`config.mk`:
```
export PLATFORM = sky130hd
export DESIGN_NAME = period_tachometer_with_decay_unit
export DESIGN_NICKNAME = d
export VERILOG_FILES = /design/src/hw/rtl/ptach_pkg.sv /design/src/hw/rtl/ptach_front.sv /design/src/hw/rtl/ptach_queue.sv /design/src/hw/rtl/ptach_back.sv /design/src/hw/rtl/period_tachometer_with_decay_unit.sv
export SDC_FILE = /design/constraint.sdc
export NUM_CORES = 2
export LEC_CHECK = 0
export ABC_AREA = 0
export BUFFER_PORTS_ARGS = -buffer_cell sky130_fd_sc_hd__buf_2
export CORE_UTILIZATION = 30
export DETAILED_ROUTE_END_ITERATION = 10
export PLACE_DENSITY = 0.42
export SLEW_MARGIN = 20
export SYNTH_ARGS = -nofsm -noshare
export SYNTH_HDL_FRONTEND = slang
export SYNTH_HIERARCHICAL = 1
export SYNTH_SLANG_ARGS = --single-unit
```
`constraint.sdc`:
```
create_clock -name clk -period 5.9 [get_ports clk]
set_input_delay 1.475 -clock clk [delete_from_list [all_inputs] [get_ports clk]]
set_output_delay 1.475 -clock clk [all_outputs]
set_load 0.02 [all_outputs]
```
`src/hw/rtl/ptach_pkg.sv`:
```
// Shared types and constants for the period tachometer.
package ptach_pkg;

  // Field widths
  localparam int TIME_W  = 32;
  localparam int CNT_W   = 32;
  localparam int PPR_W   = 8;
  localparam int CFG_W   = 16;
  localparam int CIDX_W  = 2;
  localparam int SPEED_W = 30;

  // Fixed-point speed scaling
  localparam int FRAC_BITS = 4;
  localparam int NUM_W     = 26 + FRAC_BITS;
  localparam logic [NUM_W-1:0] DIV_NUM = NUM_W'(64'd60000000 << FRAC_BITS);
  localparam int DEN_W     = TIME_W + PPR_W;
  localparam int STEP_W    = $clog2(NUM_W + 1);

  // Timeout limit in microseconds: timeout_ms * 1000 + 999
  localparam int US_PER_MS = 1000;
  localparam int LIM_W     = 26;

  // Register reset values
  localparam logic [CFG_W-1:0] DEBOUNCE_RST = CFG_W'(1500);
  localparam logic [CFG_W-1:0] TIMEOUT_RST  = CFG_W'(2000);
  localparam logic [PPR_W-1:0] PPR_RST      = PPR_W'(1);

  // Configuration register indexes
  localparam logic [CIDX_W-1:0] CFG_DEBOUNCE = 2'd0;
  localparam logic [CIDX_W-1:0] CFG_TIMEOUT  = 2'd1;
  localparam logic [CIDX_W-1:0] CFG_PPR      = 2'd2;

  // Item kinds
  localparam logic CMD_PULSE = 1'b0;
  localparam logic CMD_READ  = 1'b1;

  // Job queue depth
  localparam int QDEPTH = 2;
  localparam int QPTR_W = $clog2(QDEPTH);
  localparam int QCNT_W = $clog2(QDEPTH + 1);

  typedef enum logic [1:0] {
    ST_RUN     = 2'd0,
    ST_FEW     = 2'd1,
    ST_ZERO    = 2'd2,
    ST_TIMEOUT = 2'd3
  } status_t;

  typedef enum logic [1:0] {
    BK_IDLE,
    BK_MUL,
    BK_DIV,
    BK_HOLD
  } back_state_t;

  // Classified request handed from front to back
  typedef struct packed {
    logic              taken;
    status_t           status;
    logic [CNT_W-1:0]  total;
    logic              div;
    logic [TIME_W-1:0] eff;
    logic [PPR_W-1:0]  ppr;
  } job_t;

endpackage

```
`src/hw/rtl/ptach_front.sv`:
```
// Front part: configuration, pulse debounce, stamp history and read classification.
module ptach_front
  import ptach_pkg::*;
(
  input  logic              clk,
  input  logic              rst,
  input  logic              cfg_wen,
  input  logic [CIDX_W-1:0] cfg_index,
  input  logic [CFG_W-1:0]  cfg_data,
  input  logic              accept,
  input  logic              cmd,
  input  logic [TIME_W-1:0] time_us,
  output job_t              job
);

  logic [CFG_W-1:0]  debounce;
  logic [LIM_W-1:0]  limit;
  logic [PPR_W-1:0]  ppr;
  logic [TIME_W-1:0] last_stamp;
  logic [TIME_W-1:0] prior_stamp;
  logic [1:0]        stamps_seen;
  logic [CNT_W-1:0]  accepted_count;

  logic [TIME_W-1:0] since_last;
  logic [TIME_W-1:0] period;
  logic              pulse_ok;
  logic [CNT_W-1:0]  count_next;

  // Write configuration; keep the timeout as a limit in microseconds
  always_ff @(posedge clk) begin
    if (rst) begin
      debounce <= DEBOUNCE_RST;
      limit    <= LIM_W'(TIMEOUT_RST) * LIM_W'(US_PER_MS) + LIM_W'(US_PER_MS - 1);
      ppr      <= PPR_RST;
    end else if (cfg_wen) begin
      unique case (cfg_index)
        CFG_DEBOUNCE: debounce <= cfg_data;
        CFG_TIMEOUT:  limit <= LIM_W'(cfg_data) * LIM_W'(US_PER_MS) + LIM_W'(US_PER_MS - 1);
        CFG_PPR:      ppr <= cfg_data[PPR_W-1:0];
        default: ;
      endcase
    end
  end

  // Time since the last pulse and between the last two pulses
  assign since_last = time_us - last_stamp;
  assign period     = last_stamp - prior_stamp;
  assign pulse_ok   = (stamps_seen == 2'd0) || (since_last >= TIME_W'(debounce));
  assign count_next = accepted_count + CNT_W'(1);

  // Advance stamp history on an accepted pulse
  always_ff @(posedge clk) begin
    if (rst) begin
      last_stamp     <= '0;
      prior_stamp    <= '0;
      stamps_seen    <= '0;
      accepted_count <= '0;
    end else if (accept && cmd == CMD_PULSE && pulse_ok) begin
      prior_stamp    <= last_stamp;
      last_stamp     <= time_us;
      accepted_count <= count_next;
      if (stamps_seen != 2'd2) begin
        stamps_seen <= stamps_seen + 2'd1;
      end
    end
  end

  // Classify the request
  always_comb begin
    job        = '0;
    job.total  = accepted_count;
    job.eff    = (since_last > period) ? since_last : period;
    job.ppr    = (ppr == '0) ? PPR_W'(1) : ppr;
    job.status = ST_RUN;
    if (cmd == CMD_PULSE) begin
      if (pulse_ok) begin
        job.taken = 1'b1;
        job.total = count_next;
      end
    end else if (stamps_seen != 2'd2) begin
      job.status = ST_FEW;
    end else if (period == '0) begin
      job.status = ST_ZERO;
    end else if (since_last > TIME_W'(limit)) begin
      job.status = ST_TIMEOUT;
    end else begin
      job.div = 1'b1;
    end
  end

endmodule

```
`src/hw/rtl/ptach_queue.sv`:
```
// Short job queue between the front and back parts.
module ptach_queue
  import ptach_pkg::*;
(
  input  logic clk,
  input  logic rst,
  input  logic wr_en,
  input  job_t wr_job,
  output logic full,
  output logic valid,
  input  logic rd_en,
  output job_t rd_job
);

  job_t              slots [QDEPTH];
  logic [QPTR_W-1:0] wr_ptr;
  logic [QPTR_W-1:0] rd_ptr;
  logic [QCNT_W-1:0] count;

  assign full   = (count == QCNT_W'(QDEPTH));
  assign valid  = (count != '0);
  assign rd_job = slots[rd_ptr];

  // Store requests
  always_ff @(posedge clk) begin
    if (wr_en) begin
      slots[wr_ptr] <= wr_job;
    end
  end

  // Advance pointers and fill count
  always_ff @(posedge clk) begin
    if (rst) begin
      wr_ptr <= '0;
      rd_ptr <= '0;
      count  <= '0;
    end else begin
      if (wr_en) begin
        wr_ptr <= (wr_ptr == QPTR_W'(QDEPTH - 1)) ? '0 : wr_ptr + QPTR_W'(1);
      end
      if (rd_en) begin
        rd_ptr <= (rd_ptr == QPTR_W'(QDEPTH - 1)) ? '0 : rd_ptr + QPTR_W'(1);
      end
      if (wr_en && !rd_en) begin
        count <= count + QCNT_W'(1);
      end else if (rd_en && !wr_en) begin
        count <= count - QCNT_W'(1);
      end
    end
  end

endmodule

```
`src/hw/rtl/ptach_back.sv`:
```
// Back part: denominator multiply, serial speed divider and result register.
module ptach_back
  import ptach_pkg::*;
(
  input  logic               clk,
  input  logic               rst,
  input  logic               q_valid,
  input  job_t               q_job,
  output logic               q_pop,
  input  logic               pop,
  output logic               empty,
  output logic               pulse_taken,
  output logic [SPEED_W-1:0] speed_q4,
  output logic [1:0]         read_status,
  output logic [CNT_W-1:0]   pulse_total
);

  back_state_t        state;
  back_state_t        state_next;

  // Work registers
  job_t               work;
  logic [DEN_W-1:0]   den;
  logic [DEN_W-1:0]   rem;
  logic [NUM_W-1:0]   num;
  logic [SPEED_W-1:0] quo;
  logic [STEP_W-1:0]  steps;

  // Result register
  logic               res_valid;

  logic               out_free;
  logic               load_direct;
  logic               load_quo;
  logic [DEN_W:0]     rem_sh;
  logic               ge;
  logic [DEN_W:0]     rem_sub;

  assign out_free = !res_valid || pop;
  assign empty    = !res_valid;

  // One restoring division step
  assign rem_sh  = {rem, num[NUM_W-1]};
  assign ge      = (rem_sh >= {1'b0, den});
  assign rem_sub = rem_sh - {1'b0, den};

  // Next state and handshakes
  always_comb begin
    state_next  = state;
    q_pop       = 1'b0;
    load_direct = 1'b0;
    load_quo    = 1'b0;
    unique case (state)
      BK_IDLE: begin
        if (q_valid) begin
          if (q_job.div) begin
            q_pop      = 1'b1;
            state_next = BK_MUL;
          end else if (out_free) begin
            q_pop       = 1'b1;
            load_direct = 1'b1;
          end
        end
      end
      BK_MUL: state_next = BK_DIV;
      BK_DIV: begin
        if (steps == STEP_W'(1)) begin
          state_next = BK_HOLD;
        end
      end
      BK_HOLD: begin
        if (out_free) begin
          load_quo   = 1'b1;
          state_next = BK_IDLE;
        end
      end
      default: state_next = BK_IDLE;
    endcase
  end

  always_ff @(posedge clk) begin
    if (rst) begin
      state <= BK_IDLE;
    end else begin
      state <= state_next;
    end
  end

  // Latch the job, form the denominator, then shift out quotient bits
  always_ff @(posedge clk) begin
    if (q_pop) begin
      work <= q_job;
    end
    if (state == BK_MUL) begin
      den   <= DEN_W'(work.eff) * DEN_W'(work.ppr);
      rem   <= '0;
      num   <= DIV_NUM;
      quo   <= '0;
      steps <= STEP_W'(NUM_W);
    end else if (state == BK_DIV) begin
      rem   <= ge ? rem_sub[DEN_W-1:0] : rem_sh[DEN_W-1:0];
      num   <= num << 1;
      quo   <= {quo[SPEED_W-2:0], ge};
      steps <= steps - STEP_W'(1);
    end
  end

  // Hold the result until popped
  always_ff @(posedge clk) begin
    if (rst) begin
      res_valid <= 1'b0;
    end else if (load_direct || load_quo) begin
      res_valid <= 1'b1;
    end else if (pop) begin
      res_valid <= 1'b0;
    end
  end

  always_ff @(posedge clk) begin
    if (load_direct) begin
      pulse_taken <= q_job.taken;
      speed_q4    <= '0;
      read_status <= q_job.status;
      pulse_total <= q_job.total;
    end else if (load_quo) begin
      pulse_taken <= work.taken;
      speed_q4    <= quo;
      read_status <= work.status;
      pulse_total <= work.total;
    end
  end

endmodule

```
`src/hw/rtl/period_tachometer_with_decay_unit.sv`:
```
// Period tachometer top level: front classifier, job queue and divider back end.
// Path: a pulse or a read that needs no division is written into the job queue, then
// into the result register once that is free; a running read goes through the queue,
// the multiply, the one-bit-a-cycle restoring divider and the hold state.
// Throughput: one pulse per cycle while the queue is not full; the divider takes one read at a time.
// Reset: synchronous rst restores register defaults, clears history, queue and result.
module period_tachometer_with_decay_unit
  import ptach_pkg::*;
(
  input  logic               clk,
  input  logic               rst,
  input  logic               cfg_wen,
  input  logic [CIDX_W-1:0]  cfg_index,
  input  logic [CFG_W-1:0]   cfg_data,
  input  logic               push,
  output logic               full,
  input  logic               cmd,
  input  logic [TIME_W-1:0]  time_us,
  output logic               empty,
  input  logic               pop,
  output logic               pulse_taken,
  output logic [SPEED_W-1:0] speed_q4,
  output logic [1:0]         read_status,
  output logic [CNT_W-1:0]   pulse_total
);

  logic accept;
  job_t front_job;
  logic q_valid;
  logic q_pop;
  job_t q_job;

  assign accept = push && !full;

  ptach_front u_front (
    .clk       (clk),
    .rst       (rst),
    .cfg_wen   (cfg_wen),
    .cfg_index (cfg_index),
    .cfg_data  (cfg_data),
    .accept    (accept),
    .cmd       (cmd),
    .time_us   (time_us),
    .job       (front_job)
  );

  ptach_queue u_queue (
    .clk    (clk),
    .rst    (rst),
    .wr_en  (accept),
    .wr_job (front_job),
    .full   (full),
    .valid  (q_valid),
    .rd_en  (q_pop),
    .rd_job (q_job)
  );

  ptach_back u_back (
    .clk         (clk),
    .rst         (rst),
    .q_valid     (q_valid),
    .q_job       (q_job),
    .q_pop       (q_pop),
    .pop         (pop),
    .empty       (empty),
    .pulse_taken (pulse_taken),
    .speed_q4    (speed_q4),
    .read_status (read_status),
    .pulse_total (pulse_total)
  );

endmodule

```
==> summary.md <==
| Metric | Value |
|---|---|
| Worst EP arrival | `6.05 ns` |
| Tcrit/Tclk final | `96.0%` |
| Worst clock skew | `0.0269 ns` |
| Final Setup Violations | `0` |
| Top-area cell type share of the netlist area | `21.5%` |
| Longest Clk Path Bufs | `3` |
| TritonRoute pass-1 iters | `5` |
| Worst-margin pin slew | `1.02 ns` |
| Post-synth EDFFs | `302` |
| Cts bufs inserted | `71` |
| Synth Warn # | `6` |
| Hold buffers post-CTS | `0` |
| Clk slew on worst S/H paths | `0.06 ns` |
| Vias in the first global route | `31915` |
| Synth area leaders | `edfxtp_1 22%, dfxtp_1 13%, fa_1 11%` |
| Chip width | `377 um` |
| Crit path largest cell delay | `0.53 ns` |
| Ant diodes | `0` |
| Startpoint Class | `primary input` |
| Core area | `140000 sq um` |
| Synth area leader | `edfxtp_1` |
| Gr usage total | `15.4%` |
| Initial DRC Count | `1321` |
| Endpoints failing hold | `0` |
| Min Tclk post-route | `5.66 ns` |
| Ratio of cells with drive above 1 in the final layout | `17.0%` |
| H-tree depth | `3` |
| Cells after Synth | `4330` |
| Total gr overflow | `0` |
| CP top delay family | `compound AO/OA/AOI/OAI gates` |
| Syn avg cell area | `9.74 sq um` |
| Fin nets | `5260` |
| CP Capture Type | `flop` |
| Initial antenna violation count | `0` |
| IO Pins | `123` |
| Final Instance Count excl. Fillers | `6602` |
| Final wirelength | `109000 um` |
| Die Y | `377 um` |
| Buf/Inv on CP | `4` |
| Max-slew violations | `0` |
| DP Cell Count | `6472` |
| Worst min path class | `flop to flop` |
| CP cell instances | `buf_2 > inv_1 > ha_1 > inv_1 > fa_1 > a211oi_2 > o21ai_1 > o211ai_1 > or4b_4 > a31oi_2 > xnor2_2 > ha_1 > a21o_1 > a221o_1 > a21oi_1 > nor2b_1 > o21ai_0 > nand2b_1 > a221oi_1 > o21ai_0 > nand2_1 > buf_12 > mux2_2` |
| Routed Antenna Nets | `0` |
| Detailed Place HPWL | `84500 um` |
| Cell area after synthesis | `42200 sq um` |
| Clock insertion delay at the later pin of the skew report | `0.66 ns` |
| Worst relative slew slack | `31.7%` |
| Status | `completed` |
| RSZ-0062 raised after global routing | `no` |
| Fmax | `177 MHz` |
| Syn_nets | `4918` |
| TritonCTS clock tree | `done` |
| Seq/Total Area, Yosys | `34.6%` |
| Crit-path slowest cell | `or4b_4` |
| Clock tree root buffer cell | `clkbuf_16` |
| Port Buf Inserts | `122` |
| Largest net degree at the start of global routing | `109` |
| WS Path Type | `primary input to flop` |
| Worst-path maximum fanout | `22` |
| Max_cap viols | `0` |
| Asr flop ratio synth | `0%` |
| Die ar. | `142000 sq um` |
| Number of remaining DRC errors | `0` |
| Area Growth Syn to Fin | `17.6%` |
| First-pass GRT wire length | `176000 um` |
| Final Wtd Congestion | `0.827` |
| Vias | `31011` |
| WL per Instance | `16.5 um` |
| Clock Sinks | `578` |
| Initial Utilization | `30.2%` |
| Synth unique cells | `110` |
| Required time of the critical path | `6.28 ns` |
| Predominant post-synthesis flop cell | `edfxtp_1` |
| Cell Rows | `137` |
| Vias/cell | `4.70` |
| Seq cells post-synth | `578` |
==> cell usage after synthesis, drive strengths merged, types with 9 or more instances <==
master / n
o21bai: 21
a211oi: 61
o21ai: 122
a31oi: 11
nand3: 60
a21boi: 11
ha: 295
or3: 17
clkbuf: 135
nor3: 69
nor2: 247
or4: 27
o31ai: 36
nand2: 425
a2111oi: 9
xnor2: 94
edfxtp: 302
o21a: 22
mux2: 136
and3: 25
a221oi: 12
and2: 221
fa: 237
inv: 501
o311ai: 10
nand4: 54
mux2i: 142
o211ai: 30
and4: 12
or2: 14
o41ai: 9
a21o: 87
xor2: 90
buf: 47
nand2b: 19
nor4: 24
dfxtp: 276
nor3b: 10
a21oi: 275
nor2b: 36
==> state kept, by name (all words and copies together), names as in the netlist, named ones only <==
signal,flops
u_queue/slots,152
u_back/work,75
u_back/pulse_taken,1
u_queue/wr_ptr,1
u_back/den,40
u_back/num,18
u_back/res_valid,1
u_back/rem,40
u_back/quo,30
u_front/debounce,16
u_back/pulse_total,32
u_back/state,2
u_back/steps,5
u_front/ppr,8
u_back/speed_q4,30
u_queue/count,2
u_front/last_stamp,32
u_front/prior_stamp,32
u_front/stamps_seen,2
u_queue/rd_ptr,1
u_front/accepted_count,32
u_front/limit,23
u_back/read_status,2
==> per-stage QoR <==
step	instance area [sq um]	hold WS (ns)	utilization (%)	setup WS, ns	TNS (ns)
floorplan	42300	0.430	-	-0.00506	-0.00506
global placement	47000	0.442	33.7	-0.612	-76.25
detailed placement	47100	0.444	33.7	-0.595	-78.51
CTS	49500	0.451	35.5	0.0511	0
global route	49600	0.469	35.6	0.00224	0
finish	49600	0.448	35.6	0.237	0
==> per-layer routing <==
layer,GRT usage [%],routed length (um),vias to the layer above
met5,0,0,-
met4,3.64,2160,0
met3,2.13,2780,113
met2,25.3,50100,313
met1,21.4,53900,14950
li1,-,-,15635
==> tightest hold or removal path: cells and delay by family, from the launching register on <==
| family | cells | cell delay [ns] |
|---|---|---|
| compound gates | 1 | 0.05 |
| flops | 1 | 0.30 |
| simple gates | 1 | 0.05 |
==> kinds of logic after synthesis <==
kind of cell / after synthesis / synth area share (%)
simple gates: 1286 / 15.2
compound gates: 788 / 12.5
fa+ha+maj: 532 / 20.0
mux: 278 / 7.36
buf+inv: 684 / 6.51
flops: 578 / 34.6
xor+xnor: 184 / 3.82
==> cells in the final DEF, fill, tap and decap left out, types with 11 or more instances in the layout <==
cell type,count
and2_1,219
edfxtp_1,302
o31ai_1,35
fa_1,237
mux2i_1,136
or4_1,25
o21ai_1,14
or2_2,13
nand2b_1,19
nor3_1,65
nor2_1,245
a211oi_1,58
nand3_1,59
mux2_4,40
inv_1,495
o21bai_1,20
ha_1,287
and4_1,11
a21o_1,87
buf_4,315
buf_2,123
and3_1,24
a21oi_1,269
xnor2_1,92
nor2b_1,33
mux2_2,92
xor2_1,90
nor4_1,21
o211ai_1,28
nand2_1,422
o21ai_0,106
o21a_1,22
dfxtp_1,275
or3_1,16
clkbuf_1,17
clkbuf_16,75
nand4_1,54
==> area by class of cell <==
| type | count | area (sq um) |
|---|---|---|
| inverter | 502 | 1910 |
| timing repair buffer | 451 | 3220 |
| fill | 14439 | 89900 |
| clock inverter | 27 | 378 |
| multi-input combinational | 3068 | 25100 |
| tap | 1876 | 2350 |
| sequential | 578 | 14600 |
| clock buffer | 100 | 2040 |
==> final timing paths <==
check                           from              endpoint  slack (ns)  cells after the start
hold / removal    u_back/speed_q4[3]    u_back/speed_q4[3]        0.45                      2
setup reg to reg      u_back/work[4]        u_back/den[39]        0.25                     21
setup / recovery          time_us[0]  u_queue/slots[0][19]        0.24                     23
hold reg to reg   u_back/speed_q4[3]    u_back/speed_q4[3]        0.45                      2
==> timing repair <==
action | in CTS | in global routing
resized for setup | 0 | 23
setup buffers | 0 | 1
endpoints found under the setup margin | 0 | 132
Power is left out: the tool's default activity adds up to more than one toggle a clock period on the data nets, which glitch-free logic cannot reach.
